### config.mk
export PLATFORM = sky130hd
export DESIGN_NAME = button_sequence_detector_top
export DESIGN_NICKNAME = d
export VERILOG_FILES = /design/src/design/bsd_pkg.sv /design/src/design/bsd_engine.sv /design/src/design/button_sequence_detector_top.sv
export VERILOG_INCLUDE_DIRS = /design/src /design/src/design
export SDC_FILE = /design/constraint.sdc
export NUM_CORES = 1
export LEC_CHECK = 0
export BUFFER_PORTS_ARGS = -buffer_cell sky130_fd_sc_hd__buf_2
export CAP_MARGIN = 5
export CORE_UTILIZATION = 60
export CTS_BUF_LIST = sky130_fd_sc_hd__clkbuf_4 sky130_fd_sc_hd__clkbuf_8 sky130_fd_sc_hd__clkbuf_16
export CTS_CLUSTER_SIZE = 12
export DETAILED_ROUTE_END_ITERATION = 16
export PLACE_DENSITY = 0.77
export SYNTH_ARGS = -nofsm -noshare
export SYNTH_HDL_FRONTEND = slang
export SYNTH_SLANG_ARGS = --single-unit
### constraint.sdc
create_clock -name clk -period 5.24 [get_ports clk]
set_input_delay 0 -clock clk [delete_from_list [all_inputs] [get_ports clk]]
set_output_delay 0 -clock clk [all_outputs]
set_load 0.05 [all_outputs]
### src/design/button_sequence_detector_top_assert.svh
// Assertion macros for the button sequence detector.
`ifndef BUTTON_SEQUENCE_DETECTOR_TOP_ASSERT_SVH
`define BUTTON_SEQUENCE_DETECTOR_TOP_ASSERT_SVH

// Same-cycle implication, disabled while in reset.
`define BSD_ASSERT_NOW(label, ante, cons, msg) \
  label: assert property (@(posedge clk) disable iff (rst) (ante) |-> (cons)) \
    else $error(msg);

// Next-cycle implication, disabled while in reset.
`define BSD_ASSERT_NEXT(label, ante, cons, msg) \
  label: assert property (@(posedge clk) disable iff (rst) (ante) |=> (cons)) \
    else $error(msg);

`endif

### src/design/bsd_pkg.sv
`default_nettype none

package bsd_pkg;

  localparam int CODE_W = 32;
  localparam int POS_W  = 5;
  localparam int SLOT_W = 4;
  localparam int CFG_W  = 32;
  localparam int CFG_IDX_W = 2;

  typedef enum logic [1:0] {
    OP_TICK   = 2'd0,
    OP_PRESS  = 2'd1,
    OP_LOAD   = 2'd2,
    OP_UNUSED = 2'd3
  } opcode_t;

  localparam logic [CFG_IDX_W-1:0] REG_SEQ_LENGTH    = 2'd0;
  localparam logic [CFG_IDX_W-1:0] REG_MASK_COMPARE  = 2'd1;
  localparam logic [CFG_IDX_W-1:0] REG_TIMEOUT_TICKS = 2'd2;

  localparam logic [POS_W-1:0]  SEQ_LENGTH_RST    = 5'd1;
  localparam logic              MASK_COMPARE_RST  = 1'b0;
  localparam logic [CFG_W-1:0]  TIMEOUT_TICKS_RST = 32'd2000;
  localparam logic [CFG_W-1:0]  TICKS_MAX         = '1;

  typedef struct packed {
    logic [1:0]        opcode;
    logic [CODE_W-1:0] button_code;
    logic [SLOT_W-1:0] entry_index;
  } cmd_item_t;

  typedef struct packed {
    logic             completed;
    logic [POS_W-1:0] position;
  } rsp_item_t;

  typedef struct packed {
    logic [POS_W-1:0] seq_length;
    logic             mask_compare;
    logic [CFG_W-1:0] timeout_ticks;
  } cfg_t;

endpackage

`default_nettype wire

### src/design/bsd_engine.sv
`default_nettype none

module bsd_engine #(
  parameter int MAX_SEQ_LEN = 16
) (
  input  wire logic              clk,
  input  wire logic              rst,
  input  wire logic              step,
  input  wire bsd_pkg::cmd_item_t item,
  input  wire bsd_pkg::cfg_t      cfg,
  output bsd_pkg::rsp_item_t      result
);
  import bsd_pkg::*;

  // At most 16 slots can ever be loaded; deeper entries are never written.
  localparam int TBL_DEPTH = (MAX_SEQ_LEN < (1 << SLOT_W)) ? MAX_SEQ_LEN : (1 << SLOT_W);
  localparam int IDX_W     = (TBL_DEPTH > 1) ? $clog2(TBL_DEPTH) : 1;
  localparam int TBL_SLOTS = 1 << IDX_W;
  localparam int CAP_INT   = (MAX_SEQ_LEN > ((1 << POS_W) - 1)) ? ((1 << POS_W) - 1)
                                                               : MAX_SEQ_LEN;
  localparam logic [POS_W-1:0] LEN_CAP = POS_W'(CAP_INT);

  logic [CODE_W-1:0] seq_table [TBL_SLOTS];
  logic [POS_W-1:0]  position;
  logic [CFG_W-1:0]  ticks;

  logic [POS_W-1:0]  position_next;
  logic [CFG_W-1:0]  ticks_next;
  logic              done;
  logic [POS_W-1:0]  len;
  logic [POS_W-1:0]  pos;
  logic [POS_W-1:0]  pos_inc;
  logic [CODE_W-1:0] expected;
  logic [CODE_W-1:0] first;
  logic              hit_cur;
  logic              hit_first;
  logic              load_ok;

  function automatic logic code_match(input logic [CODE_W-1:0] pressed,
                                      input logic [CODE_W-1:0] exp_code,
                                      input logic              use_mask);
    logic r;
    r = use_mask ? ((pressed & exp_code) == exp_code) : (pressed == exp_code);
    return r;
  endfunction

  always_comb begin
    if (cfg.seq_length == '0) begin
      len = POS_W'(1);
    end else if (cfg.seq_length > LEN_CAP) begin
      len = LEN_CAP;
    end else begin
      len = cfg.seq_length;
    end
  end

  assign pos       = (position >= len) ? '0 : position;
  assign pos_inc   = pos + POS_W'(1);
  assign expected  = seq_table[pos[IDX_W-1:0]];
  assign first     = seq_table[0];
  assign hit_cur   = code_match(item.button_code, expected, cfg.mask_compare);
  assign hit_first = code_match(item.button_code, first, cfg.mask_compare);
  assign load_ok   = (int'(item.entry_index) < MAX_SEQ_LEN);

  always_comb begin
    position_next = position;
    ticks_next    = ticks;
    done          = 1'b0;
    unique case (opcode_t'(item.opcode))
      OP_TICK: begin
        if (ticks != TICKS_MAX) begin
          ticks_next = ticks + CFG_W'(1);
        end
      end
      OP_PRESS: begin
        ticks_next = '0;
        if (!hit_cur) begin
          if (hit_first) begin
            if (len == POS_W'(1)) begin
              position_next = '0;
              done          = 1'b1;
            end else begin
              position_next = POS_W'(1);
            end
          end else begin
            position_next = '0;
          end
        end else if ((pos != '0) && (ticks > cfg.timeout_ticks)) begin
          position_next = '0;
        end else if (pos_inc >= len) begin
          position_next = '0;
          done          = 1'b1;
        end else begin
          position_next = pos_inc;
        end
      end
      OP_LOAD, OP_UNUSED: begin
      end
      default: begin
      end
    endcase
  end

  assign result.completed = done;
  assign result.position  = position_next;

  always_ff @(posedge clk) begin
    if (rst) begin
      position <= '0;
      ticks    <= '0;
    end else if (step) begin
      position <= position_next;
      ticks    <= ticks_next;
    end
  end

  always_ff @(posedge clk) begin
    if (step && (opcode_t'(item.opcode) == OP_LOAD) && load_ok) begin
      seq_table[item.entry_index[IDX_W-1:0]] <= item.button_code;
    end
  end

endmodule

`default_nettype wire

### src/design/button_sequence_detector_top.sv
// channel  | handshake               | payload
// cmd      | cmd_valid / cmd_stall   | cmd  (opcode, button_code, entry_index)
// rsp      | rsp_valid / rsp_stall   | rsp  (completed, position)
// cfg      | cfg_we                  | cfg_index, cfg_data
//
// An accepted item is loaded into the input register; when it advances, the
// result register is loaded from the compare and position update. One item
// per cycle sustained while the result register is not stalled.
// Synchronous reset clears position, tick count and valids, presets config;
// the code table is not reset. A stalled result holds; one more item may
// enter the input register behind it before cmd_stall rises.
`default_nettype none

module button_sequence_detector_top #(
  parameter int MAX_SEQ_LEN = 16
) (
  input  wire logic                             clk,
  input  wire logic                             rst,
  input  wire logic                             cmd_valid,
  output logic                                  cmd_stall,
  input  wire bsd_pkg::cmd_item_t               cmd,
  output logic                                  rsp_valid,
  input  wire logic                             rsp_stall,
  output bsd_pkg::rsp_item_t                    rsp,
  input  wire logic                             cfg_we,
  input  wire logic [bsd_pkg::CFG_IDX_W-1:0]    cfg_index,
  input  wire logic [bsd_pkg::CFG_W-1:0]        cfg_data
);
  import bsd_pkg::*;

  cfg_t      cfg;
  cmd_item_t s1_item;
  logic      s1_valid;
  logic      advance;
  rsp_item_t result;

  assign advance   = s1_valid && (!rsp_valid || !rsp_stall);
  assign cmd_stall = s1_valid && rsp_valid && rsp_stall;

  always_ff @(posedge clk) begin
    if (rst) begin
      cfg.seq_length    <= SEQ_LENGTH_RST;
      cfg.mask_compare  <= MASK_COMPARE_RST;
      cfg.timeout_ticks <= TIMEOUT_TICKS_RST;
    end else if (cfg_we) begin
      unique case (cfg_index)
        REG_SEQ_LENGTH:    cfg.seq_length    <= cfg_data[POS_W-1:0];
        REG_MASK_COMPARE:  cfg.mask_compare  <= cfg_data[0];
        REG_TIMEOUT_TICKS: cfg.timeout_ticks <= cfg_data;
        default: begin
        end
      endcase
    end
  end

  always_ff @(posedge clk) begin
    if (rst) begin
      s1_valid <= 1'b0;
    end else if (!cmd_stall) begin
      s1_valid <= cmd_valid;
    end
  end

  always_ff @(posedge clk) begin
    if (cmd_valid && !cmd_stall) begin
      s1_item <= cmd;
    end
  end

  bsd_engine #(
    .MAX_SEQ_LEN(MAX_SEQ_LEN)
  ) u_engine (
    .clk    (clk),
    .rst    (rst),
    .step   (advance),
    .item   (s1_item),
    .cfg    (cfg),
    .result (result)
  );

  always_ff @(posedge clk) begin
    if (rst) begin
      rsp_valid <= 1'b0;
    end else if (advance) begin
      rsp_valid <= 1'b1;
    end else if (!rsp_stall) begin
      rsp_valid <= 1'b0;
    end
  end

  always_ff @(posedge clk) begin
    if (advance) begin
      rsp <= result;
    end
  end

`include "button_sequence_detector_top_assert.svh"

  `BSD_ASSERT_NOW(a_done_pos_zero, rsp_valid && rsp.completed, rsp.position == '0,
                  "completed item must leave position at zero")
  `BSD_ASSERT_NEXT(a_accept_fills, cmd_valid && !cmd_stall, s1_valid,
                   "accepted item missing from input register")
  `BSD_ASSERT_NOW(a_no_stall_empty, !rsp_valid, !cmd_stall,
                  "input stalled while result register empty")

endmodule

`default_nettype wire
==> results of run 1 <==
[cells by family after synthesis]
family	count (synthesis)	share of synthesized area [%]
muxes	126	6.23
DFF	633	66.8
adders and majority gates	45	2.06
AOI/OAI and AO/OA	488	12.6
buffers and inverters	184	2.97
and+or+nand+nor	479	8.42
xor gates and xnor gates	28	0.898
[power by group]
group	switching [mW]	total [mW]	internal (mW)
sequential	0.0653	5.59	5.52
combinational	0.239	0.378	0.138
clock	1.91	4.53	2.62
[per-stage QoR]
step,power (mW),utilization (%),setup WS (ps),instances,area [um^2]
after CTS,10.5,71.5,210,2852,31800
final,10.5,71.6,131,2853,31900
after detailed placement,6.01,65.1,242,2668,29000
after floorplan,5.84,-,606,1983,27300
after global placement,6.00,65.1,149,2668,29000
after global routing,10.7,71.6,53.8,2853,31900
[worst min-delay path by stage]
stage	from	to	slack, ps	cells past startpoint
2_1_floorplan	cmd[0]	s1_item[0]$_DFFE_PP_	100	0
3_3_place_gp	cmd[22]	s1_item[22]$_DFFE_PP_	180	1
3_5_place_dp	cmd[4]	s1_item[4]$_DFFE_PP_	180	1
4_1_cts	cmd[28]	s1_item[28]$_DFFE_PP_	80	2
5_1_grt	cmd[32]	s1_item[32]$_DFFE_PP_	90	2
6_report	cmd[15]	s1_item[15]$_DFFE_PP_	90	2
[final cells by class]
class	count	area [um^2]	area share (%)
Timing Repair Buffer	276	2110	6.62
Inverter	85	319	1.00
Clock inverter	16	195	0.613
Tap cell	592	741	2.32
Multi-Input combinational cell	1167	8410	26.4
Sequential cell	633	18200	57.3
Clock buffer	84	1840	5.78
[synthesized netlist by cell type, types with 17 or more instances]
master	number
edfxtp_1	556
nand2_1	145
nor2_1	137
a21oi_1	112
inv_1	82
dfxtp_1	77
mux2i_1	74
o21ai_0	60
ha_1	45
buf_2	39
o22ai_1	38
clkbuf_1	36
mux4_2	32
nand3_1	32
a211oi_1	30
nor2b_1	30
nor3_1	24
o221ai_1	24
a2bb2oi_1	22
nand4_1	22
a221oi_1	20
mux2_2	19
xor2_1	19
a211o_1	17
[worst reg2reg max path: stages, from the launching register on]
cell,delay [ps]
dfxtp_1,340
inv_1,140
nand2_1,120
ha_1,310
nand2_1,80
o21ai_2,520
buf_4,270
a31oi_1,90
a222oi_1,510
a211oi_1,180
a2111oi_0,550
o2111ai_1,230
or4_1,500
or4_4,580
or4b_1,540
nand3_1,100
[cells in the final DEF (no fill, tap or decap), types with 13 or more instances in the layout]
master,count
nor2b_1,29
nor2_4,14
nor4_1,14
mux2i_1,74
nor3_1,20
o22ai_1,38
clkbuf_4,13
dlygate4sd3_1,84
xor2_1,19
nand4_1,22
buf_4,105
clkbuf_16,68
a22oi_1,13
a21oi_1,112
a211o_1,17
o221ai_1,24
nand3_1,32
o21ai_0,60
a221oi_1,20
nand2b_1,13
a21o_1,13
ha_1,45
dfxtp_1,74
buf_2,84
a211oi_1,30
mux2_2,19
a2bb2oi_1,22
nor2_1,125
edfxtp_1,556
nand2_1,145
mux4_2,32
inv_1,82
[repair_timing]
action                                  CTS  global route
hold buffers                             84             0
resized for setup                         0             3
endpoints found under the setup margin    0             9
hold endpoints to repair                 78             0
[state kept, by name, indices dropped and copies added (netlist names)]
register            count
u_engine.ticks         32
u_engine.seq_table    512
rsp_valid               1
s1_item                38
cfg                    38
u_engine.position       5
rsp                     6
s1_valid                1
[metal layers]
metal,up-vias,GRT usage (%)
met2,1312,59.7
met1,9762,52.6
met3,249,6.65
li1,8240,-
met4,0,15.7
met5,-,0
==> metrics.md, run 1 <==
| Metric | Value |
|---|---|
| Cts bufs inserted | 66 |
| I/O Pins | 85 |
| Pin count of the biggest net entering global routing | 101 |
| Final setup fails | 0 |
| Vias in the first global route | 19200 |
| Area grow syn2layout | 16.7% |
| Worst reg-to-reg path cell count | 15 |
| Row count | 77 |
| Gr usage total | 37.9% |
| RR Startpoint | cfg[37]$_SDFFE_PP0P_ |
| Asr flop ratio synth | 0% |
| Post-Syn Nets | 2105 |
| N_diodes | 0 |
| PwrDens | 329 mW/mm^2 |
| Levels on crit path | 15 |
| Synthesis-stage register bit count | 633 |
| Core Region | 0.0445 mm^2 |
| Remaining antenna violation count | 0 |
| Critical Path Sink | u_engine.position[0]$_SDFFE_PP0P_ |
| Die width | 215 um |
| Setup_tns | 0 ps |
| Worst hold slack | 92.5 ps |
| Yosys cell types | 89 |
| Buffers and inverters on the worst path | 2 |
| Sequential area share after synthesis | 66.8% |
| Critical Path End Type | flop |
| Met3 wire len | 8760 um |
| Routed wl met2 | 40800 um |
| Worst hold path class | in2reg |
| H-tree depth | 3 |
| Starting Density | 61.4% |
| CP most frequent cell | nand2_1 |
| EDFF count, synth | 556 |
| Final max-slew violation count | 0 |
| Cells along the critical path | inv_1 > nand2_1 > ha_1 > nand2_1 > o21ai_2 > buf_4 > a31oi_1 > a222oi_1 > a211oi_1 > a2111oi_0 > o2111ai_1 > or4_1 > or4_4 > or4b_1 > nand3_1 |
| Avg Inst Size Synth | 13.8 um^2 |
| Global-route wire length before repair | 126000 um |
| Nets | 2351 |
| Crit-path max FO | 11 |
| Post-Route WL | 87100 um |
| R2r setup slk | 130 ps |
| Fillers | 2940 |
| GRT Residual Overflow | 0 |
| WS Path Type | reg2reg |
| Clk sinks | 633 |
| CP Launch Type | flop |
| GPL Wtd Cong | 1.06 |
| Largest area contributor in the netlist | edfxtp_1 |
| Synth Flop Type | edfxtp_1 |
| Tmin final | 5110 ps |
| Fmax | 196 MHz |
| CP max-delay cell | or4_4 |
| CTS Buffer Depth | 3 |
| Fin. Hold Viols | 0 |
| Peak VDD IR | 350 uV |
| Detailed placement HPWL | 55700 um |
| Crit path required time | 5780 ps |
| 1st-iter DRT viols | 2944 |
| Post-CTS setup buffers | 0 |
| Syn Inst Count | 1983 |
| CTS root buffer | clkbuf_16 |
| Worst clock skew | 18.7 ps |
| Status | complete, no violations |
| DR vias | 19600 |
| Sum of routed wire segments on met1 | 33700 um |
| Critical path's top delay family | compound AO/OA/AOI/OAI gates |
| Largest cells by area after synthesis | edfxtp_1, dfxtp_1, mux2i_1 |
| Worst Setup SP | cfg[37]$_SDFFE_PP0P_ |
| Die footprint | 0.0464 mm^2 |
| Port bufs | 84 |
| Routed wire per std cell | 30.5 um |
| MaxCap Viol Count | 0 |
| Clock slew at reported path FFs | 60 ps |
| First-pass DRT Iterations | 6 |
| Slew @ Worst Pin | 1230 ps |
| TritonCTS clock tree | built |
| Vias per inst | 6.86 |
| Max stage delay on crit path | 580 ps |
| Slew Limit Headroom | 18.1% |
| Period utilisation layout | 97.5% |
| # DRC | 0 |
| Leakage | 10.8 nW |
| Uppermost layer routed | met4 |
| Ys Warns | 0 |
| Worst skew pair latency | 610 ps |
| Share of layout cells above drive strength 1 | 17.3% |
| Area share of the leading cell type in the synthesized netlist | 61.1% |
| RR Endpoint | u_engine.position[0]$_SDFFE_PP0P_ |
| Critical path arrival | 5650 ps |
| Setup repair after global routing missed its margin | no |
| Mapped Area | 0.0273 mm^2 |
| Die Y | 215 um |
| Initial antenna violation count | 1 |
(Power assumes the default switching activity.)
==> run 2, diff against run 1 <==
--- a/config.mk
+++ b/config.mk
@@ -8,11 +8,13 @@
 export LEC_CHECK = 0
 export BUFFER_PORTS_ARGS = -buffer_cell sky130_fd_sc_hd__buf_2
 export CAP_MARGIN = 5
-export CORE_UTILIZATION = 60
+export CELL_PAD_IN_SITES_DETAIL_PLACEMENT = 2
+export CELL_PAD_IN_SITES_GLOBAL_PLACEMENT = 2
+export CORE_UTILIZATION = 45
 export CTS_BUF_LIST = sky130_fd_sc_hd__clkbuf_4 sky130_fd_sc_hd__clkbuf_8 sky130_fd_sc_hd__clkbuf_16
 export CTS_CLUSTER_SIZE = 12
 export DETAILED_ROUTE_END_ITERATION = 16
-export PLACE_DENSITY = 0.77
+export PLACE_DENSITY_LB_ADDON = 0.1
 export SYNTH_ARGS = -nofsm -noshare
 export SYNTH_HDL_FRONTEND = slang
 export SYNTH_SLANG_ARGS = --single-unit
==> run 2 against run 1 <==
Compared with the run above: wire length increased by 32%; die area increased by 33%; largest cell class unchanged; hold slack got worse by 25 ps; count of clock-buffer cells in the layout increased by 1; critical endpoint unchanged; final cell count increased by 7.8%; fmax decreased by 1.0%; via count increased by 4.3%; utilization decreased by 17 points; sequential share of layout area decreased by 1.2 points; power increased by 6.0%; flip-flop and latch count unchanged.
==> metrics.md, run 2 (synthesis results as in run 1) <==
| Metric | Value |
|---|---|
| Status | complete, no violations |
| Share of layout cells above drive strength 1 | 18.4% |
| Cells along the critical path | nor3_1 > nor2_1 > nor2_2 > ha_1 > nor2b_1 > o21a_2 > buf_6 > o21ai_4 > buf_4 > buf_4 > nor4_1 > o311ai_1 > nand3_1 > a22oi_1 > o211ai_1 > or4_4 > or4b_1 > nand3_1 |
| Buffers and inverters on the worst path | 3 |
| CTS Buffer Depth | 3 |
| # DRC | 0 |
| Slew @ Worst Pin | 1320 ps |
| Global-route wire length before repair | 162000 um |
| Post-Layout Cell Count | 3076 |
| WS Path Type | reg2reg |
| DP Cell Count | 2868 |
| PwrDens | 342 mW/mm^2 |
| Clock slew at reported path FFs | 70 ps |
| CP Launch Type | flop |
| Vias per inst | 6.64 |
| Total power | 11.1 mW |
| Routing usage on met3 | 6.42% |
| Vias in the first global route | 22000 |
| Peak VDD IR | 332 uV |
| Clk sinks | 633 |
| Final Util | 54.7% |
| WHS Path Cells | 2 |
| Leakage | 11.0 nW |
| Nets | 2373 |
| Remaining antenna violation count | 0 |
| Gr usage total | 37.7% |
| GR peak layer | met2 |
| CTS root buffer | clkbuf_16 |
| DR vias | 20400 |
| PnR worst setup slack | 77.8 ps |
| Final setup fails | 0 |
| Critical path's top delay family | simple AND/OR/NAND/NOR gates |
| First-pass DRT Iterations | 6 |
| Die Y | 248 um |
| Worst hold path class | in2reg |
| 1st-iter DRT viols | 2182 |
| H-tree depth | 3 |
| Levels on crit path | 18 |
| GRT Residual Overflow | 0 |
| Post-CTS setup buffers | 0 |
| CP max-delay cell | or4_4 |
| Starting Density | 45.9% |
| Fmax | 194 MHz |
| Max reg flops | 512 |
| Worst clock skew | 39.1 ps |
| Row count | 89 |
| Final max-slew violation count | 0 |
| Initial antenna violation count | 3 |
| Max stage delay on crit path | 610 ps |
| RR Endpoint | u_engine.position[0]$_SDFFE_PP0P_ |
| Global routing met2 resource utilization | 62.7% |
| Post-Route WL | 115000 um |
| Port bufs | 84 |
| HP Start | cmd[12] |
| Worst reg-to-reg path cell count | 18 |
| Pin count of the biggest net entering global routing | 65 |
| Crit path required time | 5820 ps |
| Worst skew pair latency | 660 ps |
| Slew Limit Headroom | 11.7% |
| RR Startpoint | cfg[35]$_SDFFE_PP0P_ |
| Fin. Hold Viols | 0 |
| Setup_tns | 0 ps |
| Area grow syn2layout | 19.1% |
| Met1 usage | 47.8% |
| Cts bufs inserted | 72 |
| Crit-path max FO | 19 |
| MaxCap Viol Count | 0 |
| Die footprint | 0.0617 mm^2 |
| Routed wire per std cell | 37.4 um |
| Detailed placement HPWL | 74100 um |
| N_diodes | 0 |
| Hold endpoint | s1_item[12]$_DFFE_PP_ |
| Most common cell after layout, fill and taps aside | edfxtp_1 |
| Tmin final | 5160 ps |
| Most frequent cells in the layout | edfxtp_1, nand2_1, nor2_1, buf_4, a21oi_1 |
| I/O Pins | 85 |
| TritonCTS clock tree | built |
| R2r setup slk | 80 ps |
| Die width | 248 um |
| Critical path arrival | 5740 ps |
| Core Region | 0.0595 mm^2 |
| Pre-CTS setup slack | -93.0 ps |
| Period utilisation layout | 98.5% |
| GPL Wtd Cong | 0.978 |
| Critical Path End Type | flop |
## run 2: how the worst max path moves through the flow
stage / startpoint / slack [ps] / endpoint
after floorplan: u_engine.position[0]$_SDFFE_PP0P_ / 610 / u_engine.position[0]$_SDFFE_PP0P_
after global placement: cfg[34]$_SDFFE_PP0P_ / 260 / u_engine.position[0]$_SDFFE_PP0P_
after detailed placement: cfg[34]$_SDFFE_PP0P_ / -90 / u_engine.position[0]$_SDFFE_PP0P_
after CTS: cfg[34]$_SDFFE_PP0P_ / 5 / u_engine.position[0]$_SDFFE_PP0P_
after global routing: cfg[35]$_SDFFE_PP0P_ / -20 / u_engine.position[0]$_SDFFE_PP0P_
final: cfg[35]$_SDFFE_PP0P_ / 80 / u_engine.position[0]$_SDFFE_PP0P_
## run 2: cell type report
cell class	instances	area, um^2
clock buffers	85	1930
inverters	85	322
flip-flops and latches	633	18200
clock inverters	41	395
well taps	773	967
repair buffers	293	2250
multi-input cells	1166	8420
fillers	5352	26900
## run 2: worst reg2reg max path, cell delays in order (launching register included)
cell      delay [ps]
dfxtp_1          460
nor3_1           100
nor2_1           130
nor2_2            80
ha_1             300
nor2b_1          100
o21a_2           280
buf_6            190
o21ai_4          180
buf_4            300
buf_4            370
nor4_1           140
o311ai_1         510
nand3_1          260
a22oi_1          320
o211ai_1         170
or4_4            610
or4b_1           530
nand3_1           90
## run 2: where the power goes
group	leakage, nW	switching (mW)	internal, mW
combinational	4.23	0.290	0.147
sequential	5.66	0.0612	5.52
clock	1.15	2.25	2.86
## run 2: routing by layer
layer,share of wire [%],routed length [um],up-vias
li1,-,-,8301
met1,39,45100,10700
met2,48,55600,1122
met3,7.1,8170,333
met4,5.2,6030,2
met5,0.011,13,-
## run 2: what timing repair did
item | 4_1_cts | 5_1_grt
resized for setup | 2 | 9
hold buffers | 82 | 0
hold endpoints to repair | 78 | 0
endpoints found under the setup margin | 11 | 11
## run 2: metrics by stage
| stage | instance area (um^2) | hold WS, ps |
|---|---|---|
| detailed placement | 29300 | 178 |
| CTS | 32500 | 35.7 |
| finish | 32500 | 67.8 |
| floorplan | 27300 | 98.9 |
| global placement | 29300 | 176 |
| global route | 32500 | 59.6 |
==> run 3, diff against run 2 <==
--- a/config.mk
+++ b/config.mk
@@ -15,6 +15,7 @@
 export CTS_CLUSTER_SIZE = 12
 export DETAILED_ROUTE_END_ITERATION = 16
 export PLACE_DENSITY_LB_ADDON = 0.1
+export RECOVER_POWER = 50
 export SYNTH_ARGS = -nofsm -noshare
 export SYNTH_HDL_FRONTEND = slang
 export SYNTH_SLANG_ARGS = --single-unit
==> run 3 against run 2 <==
Compared with the run above: the run now ends with capacitance limit, slew limit left; final cell count unchanged; critical path depth decreased by 1; combinational power decreased by 2%; hold slack about the same; die area unchanged; fmax decreased by 0.34%; critical path type unchanged.
==> metrics.md, run 3 (synthesis results as in run 1) <==
| Metric | Value |
|---|---|
| Status | finished, violations left |
| Failing checks | capacitance limit, slew limit |
| Worst clock skew | 36.9 ps |
| Final instance area | 0.0324 mm^2 |
| HP Start | cmd[9] |
| Pre-CTS setup slack | -93.0 ps |
| Die footprint | 0.0617 mm^2 |
| Cells along the critical path | nor3_1 > nor2_1 > nor2_2 > ha_1 > nor2b_1 > o21a_2 > buf_6 > o21ai_4 > buf_4 > o22ai_1 > o22ai_1 > a2111oi_2 > nand4_1 > or4_1 > or4_4 > or4b_1 > nand3_1 |
| GRT Residual Overflow | 0 |
| Vias per inst | 6.61 |
| Gr usage total | 37.7% |
| First-pass DRT Iterations | 5 |
| CP max-delay cell | or4_1 |
| Peak VDD IR | 333 uV |
| Fillers | 5390 |
| RR Endpoint | u_engine.position[0]$_SDFFE_PP0P_ |
| Remaining antenna violation count | 0 |
| Critical path arrival | 5760 ps |
| TritonCTS clock tree | built |
| DP Area | 0.0293 mm^2 |
| Cts bufs inserted | 72 |
| Crit path required time | 5820 ps |
| Clock Power Share | 45.9% |
| Initial antenna violation count | 3 |
| H-tree depth | 3 |
| Most common cell after layout, fill and taps aside | edfxtp_1 |
| Comb pwr share | 3.8% |
| Port bufs | 84 |
| Switching Share | 23.4% |
| Row count | 89 |
| PnR worst setup slack | 60.3 ps |
| Clk sinks | 633 |
| Die width | 248 um |
| Fmax | 193 MHz |
| Worst skew pair latency | 660 ps |
| PwrDens | 343 mW/mm^2 |
| Leakage | 10.9 nW |
| Pin count of the biggest net entering global routing | 65 |
| Critical Path End Type | flop |
| GPL Wtd Cong | 0.978 |
| Starting Density | 45.9% |
| Net load switching power | 2.60 mW |
| MaxCap Viol Count | 3 |
| RR Startpoint | cfg[35]$_SDFFE_PP0P_ |
| Fin. Hold Viols | 0 |
| Final max-slew violation count | 122 |
| Final setup fails | 0 |
| CTS root buffer | clkbuf_16 |
| # DRC | 0 |
| CP most frequent cell | o22ai_1 |
| Worst hold path class | in2reg |
| Post-Layout Cell Count | 3076 |
| Detailed placement HPWL | 74100 um |
| DR vias | 20300 |
| Post-Route WL | 115000 um |
| Area grow syn2layout | 18.7% |
| DP Cell Count | 2868 |
| Max reg flops | 512 |
| CTS Buffer Depth | 3 |
| Crit-path max FO | 15 |
| Slew @ Worst Pin | 3630 ps |
| Die Y | 248 um |
| Hold endpoint | s1_item[9]$_DFFE_PP_ |
| Nets | 2373 |
| CP Launch Type | flop |
| WHS Path Cells | 2 |
| 1st-iter DRT viols | 2318 |
| Part of the power in registers | 50.2% |
| Vias in the first global route | 22000 |
| Clock slew at reported path FFs | 60 ps |
| Tmin final | 5180 ps |
| I/O Pins | 85 |
| N_diodes | 0 |
| Routed wire per std cell | 37.4 um |
| Slew Limit Headroom | -142% |
| Max stage delay on crit path | 630 ps |
| Global-route wire length before repair | 162000 um |
| Internal | 8.52 mW |
| Worst hold slack | 67.8 ps |
| Post-CTS setup buffers | 0 |
| R2r setup slk | 60 ps |
| Worst reg-to-reg path cell count | 17 |
| Most frequent cells in the layout | edfxtp_1, nand2_1, nor2_1, a21oi_1, buf_4 |
| Period utilisation layout | 98.8% |
| Share of layout cells above drive strength 1 | 16.5% |
| Core Region | 0.0595 mm^2 |
| WS Path Type | reg2reg |
run 3: changes by cell type in the layout (fill, tap and decap cells not counted):
cell / previous run / this run
buf_4: 122 / 98
clkbuf_1: 0 / 45
buf_2: 84 / 63
run 3: per-layer routing:
layer	global-route usage, %	share of wire [%]
met2	62.7	48
met5	0	0.011
met4	18.3	5.5
met3	6.42	7.5
met1	47.8	39
run 3: worst max path at each step:
stage	end	slack, ps	depth (start not counted)	start
3_5_place_dp	u_engine.position[0]$_SDFFE_PP0P_	-90	16	cfg[34]$_SDFFE_PP0P_
6_report	u_engine.position[0]$_SDFFE_PP0P_	60	17	cfg[35]$_SDFFE_PP0P_
4_1_cts	u_engine.position[0]$_SDFFE_PP0P_	5	17	cfg[34]$_SDFFE_PP0P_
5_1_grt	u_engine.position[0]$_SDFFE_PP0P_	-20	18	cfg[35]$_SDFFE_PP0P_
3_3_place_gp	u_engine.position[0]$_SDFFE_PP0P_	260	16	cfg[34]$_SDFFE_PP0P_
2_1_floorplan	u_engine.position[0]$_SDFFE_PP0P_	610	20	u_engine.position[0]$_SDFFE_PP0P_
run 3: per-stage QoR:
stage	power (mW)	utilization (%)	setup TNS, ps
6_report	11.1	54.5	0
5_1_grt	11.3	54.5	-35.2
4_1_cts	11.1	54.7	0
3_5_place_dp	6.06	49.4	-225
3_3_place_gp	6.03	49.4	0
2_1_floorplan	5.84	-	0
run 3: critical path: cells and delay by family, from the launching register on:
family | cells | cell delay, ps
compound gates | 5 | 1130
buf+inv | 2 | 460
flops | 1 | 380
fa+ha+maj | 1 | 280
simple gates | 9 | 2860
run 3: layout make-up:
type	instances	area, um^2	share of cell area [%]
inverters	85	322	0.992
flip-flops and latches	633	18200	56.3
clock inverters	41	395	1.22
clock buffers	85	1930	5.95
well taps	773	967	2.98
multi-input cells	1166	8420	26.0
repair buffers	293	2130	6.58
run 3: repair_timing:
action	in CTS	in global routing
gates resized for setup	2	9
pin swaps	0	0
hold buffers	82	0
endpoints found under the setup margin	11	11
hold endpoints to repair	78	0
run 3: power by group through the flow:
stage	combinational [mW]	sequential, mW	clock, mW
floorplan	0.149	5.69	0
global placement	0.347	5.68	0
detailed placement	0.369	5.69	0
CTS	0.420	5.58	5.11
global route	0.444	5.59	5.30
finish	0.426	5.59	5.11
